**src/design/smpq_pkg.sv**
```systemverilog
// ----------------------------------------------------------------------------
// smpq_pkg
// Shared sizes, request and status codes and address helper for the sorted
// min-priority queue.
// ----------------------------------------------------------------------------
package smpq_pkg;

  localparam int DEPTH = 8;
  localparam int DW    = 32;
  localparam int AW    = (DEPTH > 1) ? $clog2(DEPTH) : 1;
  localparam int CW    = $clog2(DEPTH + 1);
  localparam int SW    = $clog2(2 * DEPTH);
  localparam int REQ_W = 2;
  localparam int ST_W  = 2;
  localparam int OCC_W = 4;

  localparam logic [REQ_W-1:0] REQ_INSERT = 2'd0;
  localparam logic [REQ_W-1:0] REQ_REMOVE = 2'd1;
  localparam logic [REQ_W-1:0] REQ_LIST   = 2'd2;

  localparam logic [ST_W-1:0] ST_OK    = 2'd0;
  localparam logic [ST_W-1:0] ST_FULL  = 2'd1;
  localparam logic [ST_W-1:0] ST_EMPTY = 2'd2;

  localparam logic [OCC_W-1:0] OCC_FULL = OCC_W'(DEPTH);

  typedef logic [AW-1:0] addr_t;
  typedef logic [CW-1:0] cnt_t;

  // Circular buffer: logical index relative to head -> RAM address
  function automatic addr_t phys(addr_t head, cnt_t idx);
    logic [SW-1:0] s;
    s = SW'(head) + SW'(idx);
    if (s >= SW'(DEPTH)) begin
      s = s - SW'(DEPTH);
    end
    return s[AW-1:0];
  endfunction

endpackage

```
**src/design/smpq_ram.sv**
```systemverilog
// ----------------------------------------------------------------------------
// smpq_ram
// Generic single-write, single-read synchronous RAM, registered read data.
// ----------------------------------------------------------------------------
module smpq_ram #(
  parameter int WIDTH = 32,
  parameter int DEPTH = 8
) (
  input  logic                                   clk,
  input  logic                                   wr_en,
  input  logic [((DEPTH > 1) ? $clog2(DEPTH) : 1)-1:0] wr_addr,
  input  logic [WIDTH-1:0]                       wr_data,
  input  logic [((DEPTH > 1) ? $clog2(DEPTH) : 1)-1:0] rd_addr,
  output logic [WIDTH-1:0]                       rd_data
);

  logic [WIDTH-1:0] mem [DEPTH];
  logic [WIDTH-1:0] rd_data_r;

  always_ff @(posedge clk) begin
    if (wr_en) begin
      mem[wr_addr] <= wr_data;
    end
    rd_data_r <= mem[rd_addr];
  end

  assign rd_data = rd_data_r;

endmodule

```
**src/design/smpq_ctrl.sv**
```systemverilog
// ----------------------------------------------------------------------------
// smpq_ctrl
// Request sequencer: circular head/count bookkeeping, insertion shift walk,
// remove and list reads, registered result port.
// ----------------------------------------------------------------------------
module smpq_ctrl (
  input  logic                              clk,
  input  logic                              rst_n,
  input  logic                              start,
  output logic                              busy,
  input  logic [smpq_pkg::REQ_W-1:0]        in_req_type,
  input  logic signed [smpq_pkg::DW-1:0]    in_value,
  output logic                              out_strobe,
  output logic [smpq_pkg::ST_W-1:0]         out_status,
  output logic signed [smpq_pkg::DW-1:0]    out_data,
  output logic [smpq_pkg::OCC_W-1:0]        out_occupancy,
  output logic                              out_last,
  output logic                              wr_en,
  output smpq_pkg::addr_t                   wr_addr,
  output logic [smpq_pkg::DW-1:0]           wr_data,
  output smpq_pkg::addr_t                   rd_addr,
  input  logic [smpq_pkg::DW-1:0]           rd_data
);

  localparam logic [2:0] S_IDLE = 3'd0;
  localparam logic [2:0] S_INS  = 3'd1;
  localparam logic [2:0] S_PUT  = 3'd2;
  localparam logic [2:0] S_REM  = 3'd3;
  localparam logic [2:0] S_LIST = 3'd4;

  localparam smpq_pkg::cnt_t ONE = smpq_pkg::cnt_t'(1);

  logic [2:0]                         state_r, state_nxt;
  smpq_pkg::addr_t                    head_r, head_nxt;
  smpq_pkg::cnt_t                     count_r, count_nxt;
  smpq_pkg::cnt_t                     idx_r, idx_nxt;
  logic signed [smpq_pkg::DW-1:0]     val_r, val_nxt;
  logic                               ostb_r, ostb_nxt;
  logic [smpq_pkg::ST_W-1:0]          ost_r, ost_nxt;
  logic signed [smpq_pkg::DW-1:0]     odata_r, odata_nxt;
  logic [smpq_pkg::OCC_W-1:0]         oocc_r, oocc_nxt;
  logic                               olast_r, olast_nxt;

  always_comb begin
    state_nxt = state_r;
    head_nxt  = head_r;
    count_nxt = count_r;
    idx_nxt   = idx_r;
    val_nxt   = val_r;
    ostb_nxt  = 1'b0;
    ost_nxt   = smpq_pkg::ST_OK;
    odata_nxt = '0;
    olast_nxt = 1'b1;
    wr_en     = 1'b0;
    wr_addr   = smpq_pkg::phys(head_r, idx_r + ONE);
    wr_data   = rd_data;
    rd_addr   = smpq_pkg::phys(head_r, idx_r - ONE);

    case (state_r)
      S_IDLE: begin
        rd_addr = head_r;
        if (start) begin
          case (in_req_type)
            smpq_pkg::REQ_INSERT: begin
              val_nxt = in_value;
              if (count_r == smpq_pkg::cnt_t'(smpq_pkg::DEPTH)) begin
                ostb_nxt = 1'b1;
                ost_nxt  = smpq_pkg::ST_FULL;
              end else if (count_r == '0) begin
                wr_en     = 1'b1;
                wr_addr   = head_r;
                wr_data   = in_value;
                count_nxt = count_r + ONE;
                ostb_nxt  = 1'b1;
              end else begin
                // walk down from the tail, shifting larger entries up one
                rd_addr   = smpq_pkg::phys(head_r, count_r - ONE);
                idx_nxt   = count_r - ONE;
                state_nxt = S_INS;
              end
            end
            smpq_pkg::REQ_REMOVE: begin
              if (count_r == '0) begin
                ostb_nxt = 1'b1;
                ost_nxt  = smpq_pkg::ST_EMPTY;
              end else begin
                state_nxt = S_REM;
              end
            end
            smpq_pkg::REQ_LIST: begin
              if (count_r == '0) begin
                ostb_nxt = 1'b1;
                ost_nxt  = smpq_pkg::ST_EMPTY;
              end else begin
                idx_nxt   = '0;
                state_nxt = S_LIST;
              end
            end
            default: ;
          endcase
        end
      end
      S_INS: begin
        wr_en = 1'b1;
        if ($signed(rd_data) > val_r) begin
          wr_data = rd_data;
          if (idx_r == '0) begin
            state_nxt = S_PUT;
          end else begin
            // next read already issued speculatively
            idx_nxt = idx_r - ONE;
          end
        end else begin
          wr_data   = val_r;
          count_nxt = count_r + ONE;
          ostb_nxt  = 1'b1;
          state_nxt = S_IDLE;
        end
      end
      S_PUT: begin
        wr_en     = 1'b1;
        wr_addr   = head_r;
        wr_data   = val_r;
        count_nxt = count_r + ONE;
        ostb_nxt  = 1'b1;
        state_nxt = S_IDLE;
      end
      S_REM: begin
        odata_nxt = $signed(rd_data);
        head_nxt  = smpq_pkg::phys(head_r, ONE);
        count_nxt = count_r - ONE;
        ostb_nxt  = 1'b1;
        state_nxt = S_IDLE;
      end
      S_LIST: begin
        odata_nxt = $signed(rd_data);
        ostb_nxt  = 1'b1;
        olast_nxt = (idx_r == count_r - ONE);
        if (olast_nxt) begin
          state_nxt = S_IDLE;
        end else begin
          rd_addr = smpq_pkg::phys(head_r, idx_r + ONE);
          idx_nxt = idx_r + ONE;
        end
      end
      default: begin
        state_nxt = S_IDLE;
      end
    endcase

    oocc_nxt = smpq_pkg::OCC_W'(count_nxt);
  end

  always_ff @(posedge clk) begin
    if (!rst_n) begin
      state_r <= S_IDLE;
      head_r  <= '0;
      count_r <= '0;
      ostb_r  <= 1'b0;
    end else begin
      state_r <= state_nxt;
      head_r  <= head_nxt;
      count_r <= count_nxt;
      ostb_r  <= ostb_nxt;
    end
  end

  always_ff @(posedge clk) begin
    idx_r   <= idx_nxt;
    val_r   <= val_nxt;
    ost_r   <= ost_nxt;
    odata_r <= odata_nxt;
    oocc_r  <= oocc_nxt;
    olast_r <= olast_nxt;
  end

  assign busy          = (state_r != S_IDLE);
  assign out_strobe    = ostb_r;
  assign out_status    = ost_r;
  assign out_data      = odata_r;
  assign out_occupancy = oocc_r;
  assign out_last      = olast_r;

endmodule

```
**src/design/sorted_min_priority_queue.sv**
```systemverilog
// Sequence: full/empty answers and insert into an empty queue are answered from idle;
// remove via S_REM; insert walks S_INS past larger entries (S_PUT at head); list via S_LIST.
// Throughput: one transaction at a time, busy held until its last result is registered;
// bounded by the one-read-port RAM walk (one entry per cycle).
// Reset: synchronous active-low rst_n empties the queue; RAM contents are not cleared.
// Results are single-cycle strobes; the receiver cannot stall.
// ----------------------------------------------------------------------------
// sorted_min_priority_queue
// Bounded min-priority queue kept sorted in a circular RAM buffer.
// ----------------------------------------------------------------------------
module sorted_min_priority_queue (
  input  logic                              clk,
  input  logic                              rst_n,
  input  logic                              start,
  output logic                              busy,
  input  logic [smpq_pkg::REQ_W-1:0]        in_req_type,
  input  logic signed [smpq_pkg::DW-1:0]    in_value,
  output logic                              out_strobe,
  output logic [smpq_pkg::ST_W-1:0]         out_status,
  output logic signed [smpq_pkg::DW-1:0]    out_data,
  output logic [smpq_pkg::OCC_W-1:0]        out_occupancy,
  output logic                              out_last
);

  logic                      wr_en;
  smpq_pkg::addr_t           wr_addr;
  logic [smpq_pkg::DW-1:0]   wr_data;
  smpq_pkg::addr_t           rd_addr;
  logic [smpq_pkg::DW-1:0]   rd_data;

  smpq_ctrl u_ctrl (
    .clk           (clk),
    .rst_n         (rst_n),
    .start         (start),
    .busy          (busy),
    .in_req_type   (in_req_type),
    .in_value      (in_value),
    .out_strobe    (out_strobe),
    .out_status    (out_status),
    .out_data      (out_data),
    .out_occupancy (out_occupancy),
    .out_last      (out_last),
    .wr_en         (wr_en),
    .wr_addr       (wr_addr),
    .wr_data       (wr_data),
    .rd_addr       (rd_addr),
    .rd_data       (rd_data)
  );

  smpq_ram #(
    .WIDTH (smpq_pkg::DW),
    .DEPTH (smpq_pkg::DEPTH)
  ) u_ram (
    .clk     (clk),
    .wr_en   (wr_en),
    .wr_addr (wr_addr),
    .wr_data (wr_data),
    .rd_addr (rd_addr),
    .rd_data (rd_data)
  );

`ifndef ASSERT_OFF
  // a transaction always finishes with a result
  a_done_result: assert property (@(posedge clk) disable iff (!rst_n)
    ($past(rst_n) && $fell(busy)) |-> out_strobe)
    else $error("busy dropped without a result");

  // list results come back to back until the last one
  a_list_burst: assert property (@(posedge clk) disable iff (!rst_n)
    (out_strobe && !out_last) |=> (out_strobe && out_status == smpq_pkg::ST_OK))
    else $error("list burst broken");

  a_full_occ: assert property (@(posedge clk) disable iff (!rst_n)
    (out_strobe && out_status == smpq_pkg::ST_FULL) |->
      (out_occupancy == smpq_pkg::OCC_FULL && out_data == '0 && out_last))
    else $error("full status with wrong occupancy");

  a_empty_zero: assert property (@(posedge clk) disable iff (!rst_n)
    (out_strobe && out_status == smpq_pkg::ST_EMPTY) |->
      (out_occupancy == '0 && out_data == '0 && out_last))
    else $error("empty status with non-zero fields");
`endif

endmodule

```
**config.mk**
```make
export PLATFORM = sky130hd
export DESIGN_NAME = sorted_min_priority_queue
export DESIGN_NICKNAME = d
export VERILOG_FILES = /design/src/design/smpq_pkg.sv /design/src/design/smpq_ram.sv /design/src/design/smpq_ctrl.sv /design/src/design/sorted_min_priority_queue.sv
export SDC_FILE = /design/constraint.sdc
export NUM_CORES = 1
export LEC_CHECK = 0
export BUFFER_PORTS_ARGS = -buffer_cell sky130_fd_sc_hd__buf_2
export CAP_MARGIN = 20
export CORE_MARGIN = 5
export CORE_UTILIZATION = 36
export CTS_BUF_LIST = sky130_fd_sc_hd__clkbuf_4 sky130_fd_sc_hd__clkbuf_8
export DETAILED_ROUTE_END_ITERATION = 10
export HOLD_SLACK_MARGIN = 0.03
export SYNTH_ARGS = -nofsm -noshare
export SYNTH_HDL_FRONTEND = slang
export SYNTH_SLANG_ARGS = --single-unit
export TNS_END_PERCENT = 50
```
**constraint.sdc**
```tcl
create_clock -name clk -period 5.45 [get_ports clk]
set_input_delay 0.8175 -clock clk [delete_from_list [all_inputs] [get_ports clk]]
set_output_delay 0.8175 -clock clk [all_outputs]
set_load 0.05 [all_outputs]
```
# Yosys cells after proc, flatten, opt, wreduce, memory -nomap -nowiden
# Memories as Yosys holds them, arrays and structs flattened. A register that Yosys moved wholly into a read port is not among the register bits.
# Index checks and enable logic that the tools add are counted.
# classes
addsub,12
order_cmp,5
n_eq_ne,20
n_mux,61
reduce_logical,14
# op_table
cell,n
32-bit two-way mux,5
32-bit case mux with 3 select lines,1
3-bit two-way mux,21
4-bit two-way mux,12
32-bit > comparator,1
"3-bit != test, second input constant",6
3-bit case mux with 3 select lines,2
"4-bit greater-or-equal comparator, second input constant",4
4-bit case mux with 4 select lines,1
3-bit by 4-bit adder with 4-bit output,3
3-bit case mux with 2 select lines,2
4-bit case mux with 3 select lines,1
"3-bit by 1-bit subtractor with 3-bit output, second input constant",4
1-bit two-way mux,10
9-bit AND reduction,1
"4-bit by 1-bit adder with 4-bit output, second input constant",2
4-bit logical NOT,2
4-bit case mux with 2 select lines,1
8-bit AND reduction,1
"4-bit by 1-bit subtractor with 4-bit output, second input constant",2
"3-bit by 2-bit == test with 1-bit output, second input constant",2
"2-bit != test, second input constant",3
3-bit nonzero test,2
2-bit OR reduction,3
other kinds (18),20
# word_totals
reg_bits,86
ramBits,256
input_bits,37
output_inout_bits,41
memories,1
# mem_list
name,depth,width,rd,rd_ports_with_merged_regs,wr,line,text
u_ram.mem,8,32,1,1,1,smpq_ram.sv:17,logic [WIDTH-1:0] mem [DEPTH];

# Depth between registers and ports, before layout
# logic_depth
word_depth,9
ltp_mapped,14

# Cells and area by module
# A second synthesis with hierarchy kept.
# hier_totals
cells_unflattened,937
hier_area_um2,15519.9
# modules_own_cells
module,n_inst,cells_each,area_each_um2
smpq_ram,1,415,10466.3
smpq_ctrl,1,522,5053.6

# Worst setup path before layout
# Ideal clock, no wire load.
# synth_path
path_kind,register -> register
from,reg u_ctrl.idx_r[0]
to,"mem u_ram.mem[6][0], enable pin"
setup_time_ns,0.421
arrival_ns,3.450
required_time_ns,5.029
slack_ns,1.579
stages_incl_launch_ff,10
path_cell_list,edfxtp_1 inv_1 ha_1 inv_1 fa_1 xnor2_1 xor2_1 nand2_1 xor2_1 nor2_1
# synth_between
elab_chain_cells,9
word_cells_on_any_way,10
# synth_lines
item,line,text
from (decl),smpq_ctrl.sv:36,"smpq_pkg::cnt_t idx_r, idx_nxt;"
from (signal assigned),smpq_ctrl.sv:169,idx_r <= idx_nxt;
4-bit by 1-bit adder with 4-bit output (*),smpq_ctrl.sv:55,"wr_addr = smpq_pkg::phys(head_r, idx_r + ONE);"
3-bit by 4-bit adder with 4-bit output (*),smpq_pkg.sv:33,s = SW'(head) + SW'(idx);
4-bit greater-or-equal comparator / 3-bit by 1-bit subtractor with 3-bit output (equally long branches),"smpq_pkg.sv:34, smpq_pkg.sv:35",
3-bit two-way mux (*),smpq_pkg.sv:34,if (s >= SW'(DEPTH)) begin
3-bit two-way mux,smpq_ctrl.sv:69,end else if (count_r == '0) begin
3-bit two-way mux,smpq_ctrl.sv:66,if (count_r == smpq_pkg::cnt_t'(smpq_pkg::DEPTH)) begin
3-bit two-way mux,smpq_ctrl.sv:63,case (in_req_type)
3-bit two-way mux,smpq_ctrl.sv:62,if (start) begin
3-bit case mux with 2 select lines (*),smpq_ctrl.sv:59,case (state_r)
to (decl),smpq_ram.sv:17,
# Mark *: on every way between the ends. The rest lies on a longest branch, timed or not.

# Worst setup path in the final report
# layout_path
from,reg u_ctrl.count_r[0]
to,"mem u_ram.mem[5][20], enable pin"
# layout_between
elab_chain_cells,8
word_cells_on_any_way,14
# layout_lines
item,line,text
from (decl),smpq_ctrl.sv:35,"smpq_pkg::cnt_t count_r, count_nxt;"
from (signal assigned),smpq_ctrl.sv:163,count_r <= count_nxt;
4-bit logical NOT,smpq_ctrl.sv:69,
1-bit two-way mux,smpq_ctrl.sv:69,
1-bit two-way mux,smpq_ctrl.sv:66,
1-bit two-way mux,smpq_ctrl.sv:63,
1-bit two-way mux,smpq_ctrl.sv:62,
1-bit case mux with 2 select lines,smpq_ctrl.sv:59,
1-bit two-way mux,smpq_ram.sv:21,if (wr_en) begin
1-bit two-way mux (not written as such),smpq_ram.sv:22,mem[wr_addr] <= wr_data;
# Several ways; a longest one is shown, not always the timed one.

==> results.py <==
metrics = {
    "clock_tree": {
        "ctsRootBufferMaster": "clkbuf_8",
        "cts_buffer_depth": 3,
        "postCtsHoldBufs": 0,
        "numClockSinks": 374,
        "post_cts_resized": 0,
        "cts_tree": "built",
        "post_cts.repair.setup_buffers": 0,
        "path_clk_slew_ns": 0.07,
        "clk_latency_ns": 0.66,
        "cts_buffers": 60,
        "htree_levels": 2,
    },
    "logic_synthesis": {
        "synth-warning-count": 0,
        "syn_inst": 950,
        "synth_top_area_cell": "edfxtp_1",
        "synth_seq_area_share": 0.667,
        "synthArstFlopShare": 0,
        "netlist_top_cells_area": "edfxtp_1 56%, dfxtp_1 11%, mux4_2 5.5%",
        "synth-edff-count": 292,
        "synth-seq-cells": 374,
        "syn_area_per_cell_um2": 16.4,
        "synthFlopType": "edfxtp_1",
        "netlist.area_leader.share": 0.562,
        "ys_types": 64,
        "synth_nets": 1034,
        "netlist_area_um2": 15600,
    },
    "setup_path": {
        "arrival_ns": 4.42,
        "critPathMaxStageDelay_ns": 0.66,
        "cp_max_fo": 33,
        "worst_ep_required_time_ns": 5.79,
        "cp_common_cell": "buf_4",
        "critPathTopFamily": "simple AND/OR/NAND/NOR gates",
        "r2r_cells": 11,
        "r2r-end": "u_ram.mem[5][20]$_DFFE_PP_",
        "path_depth": 11,
        "timing.rr.start": "u_ctrl.count_r[0]$_SDFF_PN0_",
        "slowest_stage": "xor2_1",
        "critPathBufInv": 3,
        "crit_path_end": "u_ram.mem[5][20]$_DFFE_PP_",
        "path_class": "reg2reg",
        "startpoint": "u_ctrl.count_r[0]$_SDFF_PN0_",
        "path_cells": "inv_1, ha_1, nor3b_1, nand3_1, nor2_2, buf_4, a21oi_1, nand2_1, xor2_1, nor2_4, buf_4",
        "end_kind": "flop",
        "crit_path_start_kind": "flop",
        "r2r_setup_slack_ns": 1.37,
    },
    "routing": {
        "ant_nets": 0,
        "wire_per_inst_um": 21.0,
        "drcViolationCount": 0,
        "wl_um": 35800,
        "num_vias": 8577,
        "drt_iter0_drc": 583,
        "viasPerCell": 5.04,
        "first_pass_iters": 5,
    },
    "timing": {
        "fin_skew_ns": 0.0316,
        "worst_pin_slew_ns": 1.06,
        "tns_ns": 0,
        "relSlewSlack": 0.291,
        "finalMaxSlewViolations": 0,
        "hold_viol": 0,
        "setup_ws_ns": 1.37,
        "grt_setup_unrepaired": "no",
        "setup_viol": 0,
        "fin_crit_sh": 0.749,
        "fmax_mhz": 245,
        "period_needed_ns": 4.08,
    },
    "power": {
        "vdd_drop_max_uv": 177,
        "p_per_area_nw_per_um2": 437,
        "leakagePower_nw": 6.46,
    },
    "cells_and_area": {
        "mostFrequentLayoutCells": "292 x edfxtp_1, 82 x dfxtp_1, 77 x buf_2",
        "diodes": 0,
        "fin_cells": 1703,
        "drive_gt1_frac": 0.260,
        "area_growth_pct": 15.5,
        "layout_commonest_cell": "edfxtp_1",
        "nNetsFinal": 1150,
        "fill_cells": 3897,
        "ff_latch_area_um2": 10400,
        "multi_input_area_um2": 4840,
    },
    "global_route": {
        "overflow": 0,
        "grt_first_pass_wirelength_um": 53900,
        "grt_pass1_vias": 8795,
        "antenna_found_initial": 0,
        "grt_usage": 0.150,
        "grt_max_degree": 65,
    },
    "place": {
        "post-dp-hpwl_um": 21200,
        "gp_congestion": 0.797,
        "pre_cts_slack_ns": 1.47,
        "placed_cells": 1589,
        "io_buffers": 77,
    },
    "floorplanning": {
        "pin_count": 78,
        "die_w_um": 218,
        "die-area_um2": 47600,
        "num_rows": 76,
        "die_height_um": 218,
        "initial_core_util": 0.363,
        "core_um2": 43000,
    },
    "outcome": {
        "status": "completed",
    },
    "run": {
        "cap_violations": 0,
    },
    "hold_path": {
        "worst_hold_path_type": "in2reg",
    },
}
==> synth_stat cells, drive strengths merged, types with 2 or more instances <==
master / count
a221o: 32
and2: 71
clkbuf: 29
a21boi: 5
fa: 3
nor4: 4
and3: 3
xnor2: 11
mux4: 64
o21a: 2
nand2b: 6
nor2b: 4
edfxtp: 292
a31oi: 2
inv: 47
nand2: 44
mux2: 33
a2111oi: 2
o21ai: 17
xor2: 6
nor3b: 2
nor3: 10
nand3: 9
o32ai: 3
mux2i: 5
a21o: 4
nand4: 7
and4: 3
nor2: 33
a211oi: 5
or3: 2
o31a: 2
o22ai: 2
a21oi: 26
buf: 14
ha: 44
dfxtp: 82
a221oi: 3
o211ai: 3
==> how the worst min path moves through the flow <==
| stage | slack [ns] | cells after the start | end | start |
|---|---|---|---|---|
| after floorplan | 0.43 | 2 | u_ctrl.out_data[0]$_SDFF_PN0_ | u_ram.rd_data[0]$_DFF_P_ |
| after global placement | 0.49 | 1 | u_ctrl.out_data[25]$_SDFF_PN0_ | u_ram.rd_data[25]$_DFF_P_ |
| after detailed placement | 0.49 | 1 | u_ctrl.out_data[31]$_SDFF_PN0_ | u_ram.rd_data[31]$_DFF_P_ |
| after CTS | 0.27 | 1 | u_ctrl.val_r[8]$_DFFE_PP_ | in_value[8] |
| after global routing | 0.29 | 1 | u_ctrl.val_r[8]$_DFFE_PP_ | in_value[8] |
| final | 0.34 | 1 | u_ctrl.val_r[8]$_DFFE_PP_ | in_value[8] |
==> worst register-to-register path: stages (launching register included) <==
cell and delay, ns:
dfxtp_1 0.42, inv_1 0.15, ha_1 0.41, nor3b_1 0.44
nand3_1 0.22, nor2_2 0.11, buf_4 0.42, a21oi_1 0.19
nand2_1 0.16, xor2_1 0.66, nor2_4 0.22, buf_4 0.36
==> flip-flops by register name (all words and copies together) (netlist names) <==
name,cells
u_ctrl.val_r,32
u_ctrl.out_status,2
u_ctrl.out_strobe,1
u_ctrl.state_r,3
u_ctrl.count_r,4
u_ctrl.out_data,32
u_ram.rd_data,32
u_ctrl.head_r,3
u_ctrl.idx_r,4
u_ctrl.out_occupancy,4
u_ram.mem,256
u_ctrl.out_last,1
==> report_power, final <==
part | switching (mW) | total [mW] | internal [mW] | leakage (nW)
registers | 0.154 | 3.72 | 3.57 | 3.32
clock network | 1.13 | 2.54 | 1.41 | 0.686
logic | 0.961 | 1.61 | 0.649 | 2.46
total | 2.24 | 7.88 | 5.63 | 6.46
==> per-layer routing <==
metal,GRT usage,routed length [um],vias up
li1,-,-,3942
met1,0.204,15900,4327
met2,0.244,17100,256
met3,0.0290,2080,52
met4,0.0481,746,0
met5,0,0,-
==> per-stage QoR <==
stage	util	instance area, um^2	total power [mW]	hold slack [ns]
final	0.420	18000	7.88	0.342
after global routing	0.420	18000	8.26	0.294
after CTS	0.420	18000	7.97	0.273
after detailed placement	0.389	16700	5.40	0.491
after global placement	0.389	16700	5.38	0.490
after floorplan	-	15600	4.92	0.433
==> final cells by class <==
cell class,instances,share of cell area
sequential,374,0.577
clock inverter,30,0.0134
multi-input combinational,486,0.268
tap,585,0.0406
inverter,47,0.00978
clock buffer,84,0.0589
timing repair buffer,97,0.0318
==> logic make-up after synthesis <==
family / Yosys count / share of synthesized area
compound gates: 119 / 0.0569
xor+xnor: 19 / 0.0125
fa+ha+maj: 47 / 0.0391
buf+inv: 90 / 0.0305
flops: 374 / 0.667
mux: 102 / 0.126
simple gates: 199 / 0.0682
Power figures use the tool's default switching activity.
